**src/sv/rgb_palette_index_packer_unit_assert.svh**
```systemverilog
// assertion macros shared by the palette index packer modules
`ifndef RGB_PALETTE_INDEX_PACKER_UNIT_ASSERT_SVH
`define RGB_PALETTE_INDEX_PACKER_UNIT_ASSERT_SVH

// same-cycle implication, checked out of reset
`define RPIP_ASSERT_NOW(lbl, clk, rst_n, ante, cons) \
    lbl: assert property (@(posedge clk) disable iff (!(rst_n)) (ante) |-> (cons)) \
        else $error("rpip check failed");

// next-cycle implication, checked out of reset
`define RPIP_ASSERT_NEXT(lbl, clk, rst_n, ante, cons) \
    lbl: assert property (@(posedge clk) disable iff (!(rst_n)) (ante) |=> (cons)) \
        else $error("rpip check failed");

`endif

```
**src/sv/rpip_pkg.sv**
```systemverilog
// types, constants and colour reduction for the palette index packer
`timescale 1ns / 1ps

package rpip_pkg;

    // default number of palette entries
    localparam int PALETTE_DEPTH_DEF = 256;
    // entries searched in 4bpp mode
    localparam int ENTRIES_4BPP = 16;

    typedef enum logic {
        KIND_PALETTE_WRITE = 1'b0,
        KIND_PIXEL         = 1'b1
    } t_kind;

    typedef enum logic {
        FMT_4BPP = 1'b0,
        FMT_8BPP = 1'b1
    } t_fmt;

    // transaction travelling along the cell chain
    typedef struct packed {
        logic        vld;
        t_kind       kind;
        logic [7:0]  idx;
        logic [14:0] colour;
        logic        found;
        logic [7:0]  hit;
    } t_query;

    // floor(x * 31 / 255) via reciprocal of 255 with rounding correction
    function automatic logic [4:0] to_five(input logic [7:0] x);
        logic [12:0] y;
        logic [13:0] t;
        begin
            y = {5'd0, x} * 13'd31;
            t = {1'b0, y} + {9'd0, y[12:8]} + 14'd1;
            to_five = t[12:8];
        end
    endfunction

    // blue in the top five bits, red in the bottom five
    function automatic logic [14:0] reduce_colour(input logic [7:0] r,
                                                  input logic [7:0] g,
                                                  input logic [7:0] b);
        begin
            reduce_colour = {to_five(b), to_five(g), to_five(r)};
        end
    endfunction

endpackage

```
**src/sv/rpip_cell.sv**
```systemverilog
// one palette entry with its compare stage in the search chain
`timescale 1ns / 1ps
`include "rgb_palette_index_packer_unit_assert.svh"

module rpip_cell #(
    parameter int CELL_IDX = 0
) (
    input  logic            i_clk,
    input  logic            i_rst_n,
    input  logic            i_adv,
    input  logic            i_fmt,
    input  rpip_pkg::t_query i_q,
    output rpip_pkg::t_query o_q
);
    import rpip_pkg::*;

    localparam logic [7:0] CELL_ID = 8'(CELL_IDX);

    logic [15:0] r_entry;
    t_query      r_q;
    t_query      n_q;
    logic        in_range;
    logic        match;

    // this entry is searched only inside the active palette size
    assign in_range = (t_fmt'(i_fmt) == FMT_8BPP) || (CELL_ID < 8'(ENTRIES_4BPP));
    assign match    = r_entry[15] && (r_entry[14:0] == i_q.colour) && in_range;

    // pass the transaction on, marking the first hit
    always_comb begin
        n_q = i_q;
        if (i_q.vld && (i_q.kind == KIND_PIXEL) && !i_q.found && match) begin
            n_q.found = 1'b1;
            n_q.hit   = CELL_ID;
        end
    end

    // pipeline stage
    always_ff @(posedge i_clk) begin
        if (!i_rst_n) begin
            r_q <= '0;
        end else if (i_adv) begin
            r_q <= n_q;
        end
    end

    // entry storage, written as a palette write passes by
    always_ff @(posedge i_clk) begin
        if (!i_rst_n) begin
            r_entry <= '0;
        end else if (i_adv && i_q.vld && (i_q.kind == KIND_PALETTE_WRITE)
                     && (i_q.idx == CELL_ID)) begin
            r_entry <= {1'b1, i_q.colour};
        end
    end

    assign o_q = r_q;

    `RPIP_ASSERT_NOW(a_hit_not_beyond_cell, i_clk, i_rst_n,
        r_q.vld && r_q.found, r_q.hit <= CELL_ID)
    `RPIP_ASSERT_NOW(a_hit_in_4bpp_range, i_clk, i_rst_n,
        r_q.vld && r_q.found && (t_fmt'(i_fmt) == FMT_4BPP),
        r_q.hit < 8'(ENTRIES_4BPP))
    `RPIP_ASSERT_NEXT(a_first_hit_kept, i_clk, i_rst_n,
        i_adv && i_q.vld && i_q.found,
        r_q.found && (r_q.hit == $past(i_q.hit)))

endmodule

```
**config.mk**
```make
export PLATFORM = sky130hd
export DESIGN_NAME = rpip_cell
export DESIGN_NICKNAME = d
export VERILOG_FILES = /design/src/sv/rpip_pkg.sv /design/src/sv/rpip_cell.sv
export VERILOG_INCLUDE_DIRS = /design/src /design/src/sv
export SDC_FILE = /design/constraint.sdc
export NUM_CORES = 1
export LEC_CHECK = 0
export BUFFER_PORTS_ARGS = -buffer_cell sky130_fd_sc_hd__buf_4
export CAP_MARGIN = 20
export CORE_ASPECT_RATIO = 1.75
export CORE_MARGIN = 2
export CORE_UTILIZATION = 28
export CTS_BUF_LIST = sky130_fd_sc_hd__clkbuf_4
export CTS_CLUSTER_DIAMETER = 80
export DETAILED_ROUTE_END_ITERATION = 8
export SLEW_MARGIN = 20
export SYNTH_ARGS = -nofsm -noshare
export SYNTH_HDL_FRONTEND = slang
export SYNTH_SLANG_ARGS = --single-unit
```
**constraint.sdc**
```tcl
create_clock -name i_clk -period 1.7 [get_ports i_clk]
set_clock_uncertainty 0.1 [all_clocks]
set_input_delay 0.17 -clock i_clk [delete_from_list [all_inputs] [get_ports i_clk]]
set_output_delay 0.17 -clock i_clk [all_outputs]
set_load 0.02 [all_outputs]
```
Word level (Yosys, flattened, before mapping)

Cells that the tools add are included.

Logic and storage cells: 19
Output and inout port bits: 34
Input bits: 38
Register bits after elaboration: 50

Reductions and logical operators: 9
Equality and inequality tests: 1
Bitwise logic cells: 1
Multiplexer cells: 1

Operator list:

| operator          | number |
|---|---|
| == test 15 bit    | 1 |
| two-way mux 9 bit | 1 |
| logical NOT 8 bit | 1 |
| logical AND 1 bit | 7 |
| logical NOT 1 bit | 1 |
| NOT 1 bit         | 1 |

Longest topological paths before layout

Depth in word-level cells: 4
Mapped depth: 6
Gate-level depth less buffers: 4

Worst setup path before layout

Ideal clock, no wire load.

Path kind: register -> register
Start point: register r_entry[6]
End point: register r_q (netlist bit o_q[0])
Cell stages (with the launch flop): 5
Required time: 1466 ps
Library setup time: 134 ps
Arrival time: 1114 ps
Period minus slack after synthesis: 1348 ps
Buffers on the path: 0
Path slack: 352 ps
Cells stage by stage: dfxtp_1 xnor2_1 nand4_1 nor4_4 o21ai_0

Cells in the longest elaborated chain, start to end: 4

RTL lines:

| item                     | RTL line        | text |
|---|---|---|
| start: declaration       | rpip_cell.sv:19 | `logic [15:0] r_entry;` |
| start signal: assignment | rpip_cell.sv:53 | `r_entry <= {1'b1, i_q.colour};` |
| == test 15 bit           | rpip_cell.sv:27 | `assign match = r_entry[15] && (r_entry[14:0] == i_q.colour) && in_range;` |
| logical AND 1 bit        | rpip_cell.sv:27 |  |
| logical AND 1 bit        | rpip_cell.sv:32 | `if (i_q.vld && (i_q.kind == KIND_PIXEL) && !i_q.found && match) begin` |
| two-way mux 9 bit        | rpip_cell.sv:32 |  |
| end signal: assignment   | rpip_cell.sv:43 | `r_q <= n_q;` |
| end: declaration         | rpip_cell.sv:20 | `t_query r_q;` |

No other way between the ends.
A chain may end at the register's enable or synchronous reset.

Worst setup path after layout

Start point: input i_q[18] (netlist name)
End point: register r_q (netlist bit o_q[4])

Cells in the longest elaborated chain, start to end: 4

RTL lines:

| item               | RTL line        | text |
|---|---|---|
| start: declaration | rpip_cell.sv:12 | `input rpip_pkg::t_query i_q,` |
| == test 15 bit     | rpip_cell.sv:27 |  |
| logical AND 1 bit  | rpip_cell.sv:27 |  |
| logical AND 1 bit  | rpip_cell.sv:32 |  |
| two-way mux 9 bit  | rpip_cell.sv:32 |  |

No other way between the ends.

==> results.rst <==
.. list-table::
   :header-rows: 1

   * - Metric
     - Value
   * - Busiest layer in global routing
     - met2
   * - Measured slew at the worst slew-check pin
     - 507.9 ps
   * - HP Class
     - primary input to flop
   * - Net count, final
     - 337
   * - DRC violations left
     - 0
   * - Yosys cell types
     - 23
   * - PD cells
     - 753.5 nW/um2
   * - Num ports
     - 72
   * - Yosys warns
     - 0
   * - Number of buffers created by CTS
     - 5
   * - Number of instances in the synthesized netlist
     - 195
   * - Effective utilization at floorplan
     - 0.2913
   * - Storage cell area
     - 1001 um2
   * - Htree depth
     - 2
   * - Antenna violations before repair
     - 1
   * - Global Route met1 Usage
     - 0.1358
   * - Core footprint
     - 7233 um2
   * - Element type at the critical path start
     - primary input
   * - Fraction of the core area covered by cells at the end of the flow
     - 0.4364
   * - Overall power
     - 2379 uW
   * - Global placement routability congestion
     - 0.7141
   * - Root buffer cell
     - clkbuf_4
   * - Horizontal die dimension
     - 69.58 um
   * - Outcome
     - complete, no violations
   * - Clk sinks
     - 50
   * - Routed wire length per instance
     - 12.67 um
   * - Worst rel slew slack
     - 0.6614
   * - Max frequency
     - 626.2 MHz
   * - Avg Synthesized Cell Area
     - 10.81 um2
   * - Share of layout cells above drive strength 1
     - 0.2867
   * - Most common cell after layout, fill and taps aside
     - buf_4
   * - Largest fanout of any net on the critical path
     - 9
   * - Fraction of the yosys area taken by sequential cells
     - 0.4751
   * - Tot GR Track Use
     - 0.1248
   * - Final Hold Viols
     - 0
   * - Peak supply drop
     - 0.4768 mV
   * - Number of nets still failing antenna checks after routing
     - 0
   * - Summed negative setup slack over all endpoints
     - 0 ps
   * - Minimum hold slack
     - 141.9 ps
   * - Final period util
     - 0.9394
   * - Worst-case setup slack after placement
     - 139.9 ps
   * - Shortest clock period the worst path allows after layout
     - 1597 ps
   * - Crit path DAT
     - 1750 ps
   * - Number of nets in the synthesized netlist
     - 233
   * - Data required time at the worst endpoint
     - 1850 ps
   * - Wirelength, routed
     - 4.904 mm
   * - Half-perimeter wire length after detailed placement
     - 3.312 mm
   * - Wire length of the first global-routing pass
     - 8.328 mm
   * - Count of TritonRoute iterations in the first routing pass
     - 4
   * - Max-cap violation count
     - 0
   * - Critical setup path kind
     - primary input to flop
   * - Via count of the first global-routing pass
     - 1,805
   * - Max-slew violation total from the final report
     - 0
   * - Height of the die
     - 118.8 um
   * - Most frequent cells in the layout
     - buf_4, dfxtp_1, mux2i_1, nor2b_1, dlygate4sd3_1
   * - Met3 track utilization from global routing
     - 0.02217
   * - Worst-case clock buffer depth
     - 2
   * - Area growth syn-to-layout
     - 49.82%
   * - Post-Synthesis Cell Area
     - 2107 um2
   * - Pin count of the biggest net entering global routing
     - 59
   * - Setup-violating endpoint count in the final report
     - 0
   * - Clock tree from TritonCTS
     - yes
   * - PnR worst setup slack
     - 103.0 ps
   * - Count of routing violations after the opening detailed-route iteration
     - 34
   * - Total global routing overflow
     - 0
   * - Met2 Resource Use GR
     - 0.2320
   * - Register bit count reported by yosys
     - 50
   * - Number of standard-cell rows in the floorplan
     - 41
   * - RSZ-0062 raised after global routing
     - false
   * - Drt via density
     - 4.416
   * - Overall via count from detail_route
     - 1,709
   * - Full die area
     - 8262 um2
   * - Layout fillers
     - 719
   * - Element type at the critical path end
     - flop
   * - Clock-pin transition on the worst setup and hold timing paths
     - 140 ps
   * - Port Buffer Count
     - 70
   * - Clock latency on the worst-skew pair
     - 350 ps
   * - Leakage power
     - 0.001424 uW
   * - Area used by multi-input combinational logic
     - 1044 um2
## what timing repair did
item                       CTS  global route
resized for setup            0             1
hold buffers                34             0
hold endpoints to repair    49             0
setup endpoints to repair    0            24
setup buffers                0             1
## cell families after synthesis
kind of cell    after synthesis  synth area share
mux                          40            0.1900
buf+inv                      13           0.02969
compound gates               11           0.03029
xor+xnor                     15           0.06235
flops                        50            0.4751
simple gates                 66            0.2126
## sequential cells by signal, summed over array words and instances, names as in the netlist
| name | flops |
|---|---|
| o_q | 34 |
| r_entry | 16 |
## where the power goes
group | internal, uW | leakage, uW | total [uW] | switching, uW
Sequential | 1220 | 0.000410 | 1240 | 24.4
Clock | 345 | 0.0000463 | 703 | 359
Combinational | 237 | 0.000968 | 431 | 195
Total | 1800 | 0.00142 | 2380 | 578
## routing by layer
layer  vias up  part of all wire
li1        871                 -
met1       791              0.40
met2        43              0.54
met3         4             0.039
met4         0             0.016
met5         -                 0
## stage by stage
stage          cells  cell area (um2)
4_1_cts          385             3131
5_1_grt          387             3157
2_1_floorplan    195             2107
3_5_place_dp     343             2708
6_report         387             3157
3_3_place_gp     343             2708
## worst max-delay path, cell delays in order
cell and delay [ps]:
dlygate4sd3_1 530, buf_4 150, xnor2_1 150, nand4_1 180
nor4_4 320, buf_6 160, o21ai_0 90
## final timing paths
path	start	to	slack, ps	cells past startpoint
max	i_q[18]	o_q[4]	100	7
min	i_adv	o_q[26]	140	3
max reg2reg	r_entry[7]	o_q[4]	240	5
min reg2reg	r_entry[15]	r_entry[15]	370	2
## cell usage after synthesis
master / instances / area share
nand3_1: 16 / 0.038
buf_4: 1 / 0.0036
nor4_4: 1 / 0.010
xnor2_1: 15 / 0.062
nor4b_4: 1 / 0.011
clkbuf_1: 5 / 0.0089
a21boi_0: 1 / 0.0036
clkinv_1: 1 / 0.0018
nor3_1: 1 / 0.0024
o21a_1: 1 / 0.0036
nor2b_1: 40 / 0.12
o31a_1: 1 / 0.0042
nor4b_2: 1 / 0.0071
and4b_1: 1 / 0.0048
inv_1: 1 / 0.0018
o21ai_0: 8 / 0.019
buf_2: 2 / 0.0048
buf_1: 2 / 0.0036
nand3_4: 1 / 0.0083
dfxtp_1: 50 / 0.48
nand4_1: 4 / 0.012
buf_6: 1 / 0.0053
mux2i_1: 40 / 0.19
## cell type report
class	instances	share of cell area
diodes	1	0.0007927
clock buffers	7	0.01665
clock inverters	1	0.009512
inverters	2	0.002378
multi-input cells	132	0.3306
flip-flops and latches	50	0.3171
well taps	86	0.03409
repair buffers	108	0.2889
Power figures use the tool's default switching activity.
