File: config.mk
export PLATFORM = sky130hd
export DESIGN_NAME = rpip_pack
export DESIGN_NICKNAME = d
export VERILOG_FILES = /design/src/sv/rpip_pkg.sv /design/src/sv/rpip_pack.sv
export VERILOG_INCLUDE_DIRS = /design/src /design/src/sv
export SDC_FILE = /design/constraint.sdc
export NUM_CORES = 1
export LEC_CHECK = 0
export BUFFER_PORTS_ARGS = -buffer_cell sky130_fd_sc_hd__buf_2
export CORE_MARGIN = 5
export CORE_UTILIZATION = 36
export CTS_BUF_LIST = sky130_fd_sc_hd__clkbuf_16
export CTS_CLUSTER_DIAMETER = 120
export DETAILED_ROUTE_END_ITERATION = 10
export PLACE_DENSITY_LB_ADDON = 0.1
export SYNTH_ARGS = -nofsm -noshare
export SYNTH_HDL_FRONTEND = slang
export SYNTH_SLANG_ARGS = --single-unit
export TNS_END_PERCENT = 1
File: constraint.sdc
create_clock -name i_clk -period 1.2 [get_ports i_clk]
set_input_delay 0.24 -clock i_clk [delete_from_list [all_inputs] [get_ports i_clk]]
set_output_delay 0.24 -clock i_clk [all_outputs]
set_load 0.02 [all_outputs]
File: src/sv/rgb_palette_index_packer_unit_assert.svh
// assertion macros shared by the palette index packer modules
`ifndef RGB_PALETTE_INDEX_PACKER_UNIT_ASSERT_SVH
`define RGB_PALETTE_INDEX_PACKER_UNIT_ASSERT_SVH

// same-cycle implication, checked out of reset
`define RPIP_ASSERT_NOW(lbl, clk, rst_n, ante, cons) \
    lbl: assert property (@(posedge clk) disable iff (!(rst_n)) (ante) |-> (cons)) \
        else $error("rpip check failed");

// next-cycle implication, checked out of reset
`define RPIP_ASSERT_NEXT(lbl, clk, rst_n, ante, cons) \
    lbl: assert property (@(posedge clk) disable iff (!(rst_n)) (ante) |=> (cons)) \
        else $error("rpip check failed");

`endif

File: src/sv/rpip_pkg.sv
// types, constants and colour reduction for the palette index packer
`timescale 1ns / 1ps

package rpip_pkg;

    // default number of palette entries
    localparam int PALETTE_DEPTH_DEF = 256;
    // entries searched in 4bpp mode
    localparam int ENTRIES_4BPP = 16;

    typedef enum logic {
        KIND_PALETTE_WRITE = 1'b0,
        KIND_PIXEL         = 1'b1
    } t_kind;

    typedef enum logic {
        FMT_4BPP = 1'b0,
        FMT_8BPP = 1'b1
    } t_fmt;

    // transaction travelling along the cell chain
    typedef struct packed {
        logic        vld;
        t_kind       kind;
        logic [7:0]  idx;
        logic [14:0] colour;
        logic        found;
        logic [7:0]  hit;
    } t_query;

    // floor(x * 31 / 255) via reciprocal of 255 with rounding correction
    function automatic logic [4:0] to_five(input logic [7:0] x);
        logic [12:0] y;
        logic [13:0] t;
        begin
            y = {5'd0, x} * 13'd31;
            t = {1'b0, y} + {9'd0, y[12:8]} + 14'd1;
            to_five = t[12:8];
        end
    endfunction

    // blue in the top five bits, red in the bottom five
    function automatic logic [14:0] reduce_colour(input logic [7:0] r,
                                                  input logic [7:0] g,
                                                  input logic [7:0] b);
        begin
            reduce_colour = {to_five(b), to_five(g), to_five(r)};
        end
    endfunction

endpackage

File: src/sv/rpip_pack.sv
// nibble pairing and result register at the end of the chain
`timescale 1ns / 1ps
`include "rgb_palette_index_packer_unit_assert.svh"

module rpip_pack (
    input  logic             i_clk,
    input  logic             i_rst_n,
    input  logic             i_fmt,
    input  rpip_pkg::t_query i_q,
    input  logic             i_out_ready,
    output logic             o_adv,
    output logic             o_out_valid,
    output logic [7:0]       o_packed_byte,
    output logic             o_not_found
);
    import rpip_pkg::*;

    logic       r_out_valid;
    logic [7:0] r_out_byte;
    logic       r_out_nf;
    logic [3:0] r_pending;
    logic       r_half;
    logic       n_out_valid;
    logic [7:0] n_out_byte;
    logic       n_out_nf;
    logic [3:0] n_pending;
    logic       n_half;
    logic       adv;
    logic       pix;

    // chain moves unless a result is stuck in the output register
    assign adv = !(r_out_valid && !i_out_ready);
    assign pix = adv && i_q.vld && (i_q.kind == KIND_PIXEL);

    // result and pairing update
    always_comb begin
        n_out_valid = r_out_valid && !i_out_ready;
        n_out_byte  = r_out_byte;
        n_out_nf    = r_out_nf;
        n_pending   = r_pending;
        n_half      = r_half;
        if (pix) begin
            if (!i_q.found) begin
                n_pending   = 4'd0;
                n_half      = 1'b0;
                n_out_valid = 1'b1;
                n_out_byte  = 8'd0;
                n_out_nf    = 1'b1;
            end else if (t_fmt'(i_fmt) == FMT_8BPP) begin
                n_pending   = 4'd0;
                n_half      = 1'b0;
                n_out_valid = 1'b1;
                n_out_byte  = i_q.hit;
                n_out_nf    = 1'b0;
            end else if (!r_half) begin
                n_pending   = i_q.hit[3:0];
                n_half      = 1'b1;
            end else begin
                n_pending   = 4'd0;
                n_half      = 1'b0;
                n_out_valid = 1'b1;
                n_out_byte  = {i_q.hit[3:0], r_pending};
                n_out_nf    = 1'b0;
            end
        end
    end

    // state registers
    always_ff @(posedge i_clk) begin
        if (!i_rst_n) begin
            r_out_valid <= 1'b0;
            r_out_byte  <= '0;
            r_out_nf    <= 1'b0;
            r_pending   <= '0;
            r_half      <= 1'b0;
        end else begin
            r_out_valid <= n_out_valid;
            r_out_byte  <= n_out_byte;
            r_out_nf    <= n_out_nf;
            r_pending   <= n_pending;
            r_half      <= n_half;
        end
    end

    assign o_adv         = adv;
    assign o_out_valid   = r_out_valid;
    assign o_packed_byte = r_out_byte;
    assign o_not_found   = r_out_nf;

    `RPIP_ASSERT_NOW(a_not_found_byte_zero, i_clk, i_rst_n,
        r_out_valid && r_out_nf, r_out_byte == 8'd0)
    `RPIP_ASSERT_NEXT(a_8bpp_leaves_no_half, i_clk, i_rst_n,
        pix && (t_fmt'(i_fmt) == FMT_8BPP), !r_half && (r_pending == 4'd0))
    `RPIP_ASSERT_NEXT(a_even_pixel_held, i_clk, i_rst_n,
        pix && i_q.found && (t_fmt'(i_fmt) == FMT_4BPP) && !r_half,
        r_half && (r_out_valid == $past(r_out_valid && !i_out_ready)))

endmodule

# Word-level counts from Yosys, hierarchy flattened
# Cells that the tools add are included.
dict set report totals {
  ramBits 0
  in_bits 38
  mem_bits_ro 0
  out_inout_bits 11
  mem_count 0
  reg_bits 15
  latch_bits 0
  elab_cells 28
}
dict set report classes {
  n_addsub 0
  bitwise 0
  eq_ne 1
  n_mul 0
  shifts 0
  muxes 16
  order_cmp 0
  div_mod_pow 0
  reduce_logical 6
}
# operator n
set op_table {}
lappend op_table {{two-way mux 8 bit} 3}
lappend op_table {{two-way mux 4 bit} 3}
lappend op_table {{two-way mux 1 bit} 10}
lappend op_table {{logical AND 1 bit} 3}
lappend op_table {{inequality test 3 x 2 -> 1 bit (second input constant)} 1}
lappend op_table {{logical NOT 1 bit} 2}
lappend op_table {{AND reduction 2 bit} 1}

# Logic depth before layout (Yosys ltp)
dict set report logic_depth {
  word_depth 6
  ltp_mapped 5
}

# Worst setup path after synthesis
# No wires, ideal clock.
dict set report synth_timing {
  path_kind {register to register}
  start {register r_out_valid, in the netlist o_out_valid}
  end {register r_out_nf, in the netlist o_not_found}
  t_arrival_ns 1.283
  n_path_buf 1
  period_less_slack_ns 1.399
  setup_slack_ns -0.199
  path_stages_with_launch 5
  setup_ns 0.116
  path_cell_list {dfxtp_1 > nor2b_2 > or3_1 > buf_6 > a31o_1}
}
dict set report synth_via {
  elab_chain_len 5
}
# element line_no
set synth_rtl {}
lappend synth_rtl {{start, declared} rpip_pack.sv:18} ;# logic r_out_valid;
lappend synth_rtl {{start signal, assigned} rpip_pack.sv:77} ;# r_out_valid <= n_out_valid;
lappend synth_rtl {{logical AND 1 bit} rpip_pack.sv:32} ;# assign adv = !(r_out_valid && !i_out_ready);
lappend synth_rtl {{logical NOT 1 bit} rpip_pack.sv:32}
lappend synth_rtl {{logical AND 1 bit (2 in series)} rpip_pack.sv:33} ;# assign pix = adv && i_q.vld && (i_q.kind == KIND_PIXEL);
lappend synth_rtl {{AND reduction 2 bit (no source line)} --}
lappend synth_rtl {{end signal, assigned} rpip_pack.sv:79} ;# r_out_nf <= n_out_nf;
lappend synth_rtl {{end, declared} rpip_pack.sv:20} ;# logic r_out_nf;
# Every way passes these cells.
# A chain may end at the register's enable or synchronous reset.

# Worst setup path after layout
dict set report layout_timing {
  start {register r_out_valid, in the netlist o_out_valid}
  end {register r_out_byte[2], in the netlist o_packed_byte[2]}
}
dict set report layout_via {
  elab_chain_len 5
}
# element line_no
set layout_rtl {}
lappend layout_rtl {{logical AND 1 bit} rpip_pack.sv:32}
lappend layout_rtl {{logical NOT 1 bit} rpip_pack.sv:32}
lappend layout_rtl {{logical AND 1 bit (2 in series)} rpip_pack.sv:33}
lappend layout_rtl {{AND reduction 2 bit (no source line)} --}
lappend layout_rtl {{end signal, assigned} rpip_pack.sv:78} ;# r_out_byte <= n_out_byte;
lappend layout_rtl {{end, declared} rpip_pack.sv:19} ;# logic [7:0] r_out_byte;
# Every way passes these cells.

==> metrics.cfg <==
[layout]
finalNetCount = 149
final_cells = 137
num_antenna_cells = 0
design_area_um2 = 1060
area_growth_pct = 44.4
fin_util = 0.544
drive_gt1_frac = 0.482

[placed_design]
placed_cell_area_um2 = 942
numPlacedInstances = 132
io_buffers = 25
dpl.hpwl_um = 1320
gp_congestion = 0.783

[logic_synthesis]
synthesis.area_um2 = 732
synth_cell_type_count = 19
synth_top_family_by_area = multiplexers
synth_edf_count = 0
synth_flop_cell = dfxtp_1
postSynthCellCount = 76
synth_xor_area_frac = 0
synthSimpleGateAreaFrac = 0.203
synth_compound_area_frac = 0.108
synth_nets = 114
synth.area.mux_share = 0.232
avgSynthCellArea_um2 = 9.63
ys_ff_latch = 15
synthAdderAreaFrac = 0
async_reset_ff_frac = 0
yosysWarnings = 0
ys_seq_area_frac = 0.410

[detailed_routing]
wirelength_met1_um = 793
routedWlPerCell_um = 12.3
vias = 638
ant_nets = 0
top_layer = met4
dr_wl_met3_um = 93
viasPerCell = 4.66
drc = 0
drtPass1Iterations = 2
routed-wl-met2_um = 753
drt_iter0_drc = 4
wirelength_um = 1680

[setup_path]
r2r_slack_ns = -0.06
worst-setup-path-type = reg2reg
slowest_stage = or3_4
setup.worst_path.start_class = flop
cp.required_ns = 1.33
r2r_start = o_out_valid
reg2reg_depth = 4
cp_max_fo = 8
max_stage_delay_ns = 0.39
arrival_ns = 1.39
crit_chain = nor2b_4 > or3_4 > buf_12 > mux2i_2
end_kind = flop
reg2reg_to = o_packed_byte[2]
critical_path_buf_inv_count = 1
cp_top_family = simple AND/OR/NAND/NOR gates

[die]
fp.dieW_um = 55.1
floorplan.rows = 16
coreArea_um2 = 1940
start_util = 0.377
die-area_um2 = 3030
ios = 49
die_h_um = 55.1

[global_route]
grt_pass1_wl_um = 2660
grt_max_degree = 10
grt_use_total = 0.130
grt_pass1_vias = 605
antenna_found_initial = 0
overflow = 0

[worst_hold_path]
hold_end = r_pending[0]
holdCritPathClass = in2reg
whs_path_depth = 3
hp-start = i_q[0]

[clocking]
h-tree-depth = 1
root_buffer = clkbuf_16
clk_pin_slew_ns = 0.05
cts_tree = done
clk_path_buf_depth = 2
clock-sinks = 15
hold_buffers = 0
insertion_delay_ns = 0.25
numCtsBuffers = 3

[pwr]
ir_worst_vdd_mv = 0.692
leakagePower_nw = 0.482
power.density_nw_per_um2 = 1270

[timing]
period_minus_slack_ns = 1.26
setup_viol = 9
timing.fmax_mhz = 795
holdWs_ns = 0.285
relSlewSlack = 0.824
worst_pin_slew_ns = 0.263
finalSetupTns_ns = -0.262
fin_ws_ns = -0.0582
fin_skew_ns = 0.00609
rsz0062_at_grt = true
finalHoldViolCount = 0
fin_crit_sh = 1.05
slew_viol_final = 0

[run]
maxCapViolCount = 0

[run_status]
status = complete, but fails checks
violations = negative setup slack

-- worst register-to-register path, cell delays in order, from the launching register on --
cell     delay (ns)
dfxtp_4        0.33
nor2b_4        0.12
or3_4          0.39
buf_12         0.16
mux2i_2        0.14
-- what timing repair did --
action                     in CTS  in global routing
setup buffers                   1                  0
setup endpoints to repair      10                  9
resized for setup               7                  1
-- layer usage --
metal | vias up | track usage
li1 | 334 | -
met1 | 284 | 0.166
met2 | 15 | 0.197
met3 | 5 | 0.0241
met4 | 0 | 0.0850
met5 | - | 0
-- registers in the layout (all words and copies together) (netlist names) --
register,flops
o_packed_byte,8
r_pending,4
o_not_found,1
o_out_valid,1
r_half,1
-- worst max path at each step --
stage / startpoint / end / slack [ns] / depth (start not counted)
after floorplan: o_out_valid / o_not_found / -0.1 / 4
after global placement: i_q[8] / o_packed_byte[2] / -0.10 / 5
after detailed placement: i_q[8] / o_packed_byte[1] / -0.10 / 5
after CTS: o_out_valid / o_packed_byte[2] / -0.04 / 4
after global routing: o_out_valid / o_packed_byte[2] / -0.10 / 4
final: o_out_valid / o_packed_byte[2] / -0.06 / 4
-- cell usage after synthesis (2+ instances only) --
| cell type | number | area [um2] |
|---|---|---|
| a21boi_0 | 5 | 37.5 |
| and2_1 | 2 | 12.5 |
| buf_6 | 2 | 22.5 |
| dfxtp_1 | 15 | 300 |
| mux2_2 | 8 | 90.1 |
| mux2i_1 | 8 | 80.1 |
| nand2_1 | 17 | 63.8 |
| nand4_1 | 4 | 25.0 |
| o21ai_0 | 5 | 25.0 |
-- through the flow --
step	total power [mW]	setup slack, ns
detailed placement	0.697	-0.101
finish	1.34	-0.0582
floorplan	0.627	-0.0961
global route	1.42	-0.101
global placement	0.697	-0.105
CTS	1.36	-0.0382
-- area by class of cell --
cell class,instances,area (um2)
clock buffer,3,75.1
clock inverter,1,5.00
fill,203,885
inverter,1,6.26
multi-input combinational,56,418
sequential,15,304
tap,27,33.8
timing repair buffer,34,215
-- layout by cell type, fill, tap and decap left out --
| cell | netlist | layout |
|---|---|---|
| mux2_2 | 8 | 8 |
| nor2b_4 | 0 | 1 |
| buf_4 | 0 | 7 |
| a21boi_1 | 1 | 1 |
| a31o_1 | 1 | 1 |
| clkbuf_16 | 0 | 3 |
| nand2_1 | 17 | 17 |
| inv_4 | 0 | 1 |
| mux2i_2 | 0 | 1 |
| buf_2 | 0 | 24 |
| and2_1 | 2 | 2 |
| buf_6 | 2 | 2 |
| dfxtp_4 | 0 | 1 |
| clkinv_2 | 0 | 1 |
| mux2i_1 | 8 | 7 |
| nor3b_4 | 1 | 1 |
| nor4b_2 | 0 | 1 |
| buf_12 | 0 | 1 |
| or3_4 | 0 | 1 |
| dfxtp_1 | 15 | 14 |
| nand4_1 | 4 | 4 |
| nand3_1 | 1 | 1 |
| o21ai_0 | 5 | 5 |
| a21boi_0 | 5 | 5 |
-- where the power goes --
part	switching (mW)	internal, mW	total, mW	leakage, nW
logic	0.0861	0.0922	0.178	0.319
clock network	0.201	0.444	0.646	0.0409
registers	0.00618	0.512	0.518	0.122
total	0.294	1.05	1.34	0.482
-- logic make-up (layout without fill, tap and decap cells) --
kind of cell           Yosys count  in the layout
AO/OA/AOI/OAI                   12             12
multiplexers                    16             16
AND/OR/NAND/NOR                 28             28
buffers and inverters            5             39
flip-flops                      15             15
(Power assumes the default switching activity.)
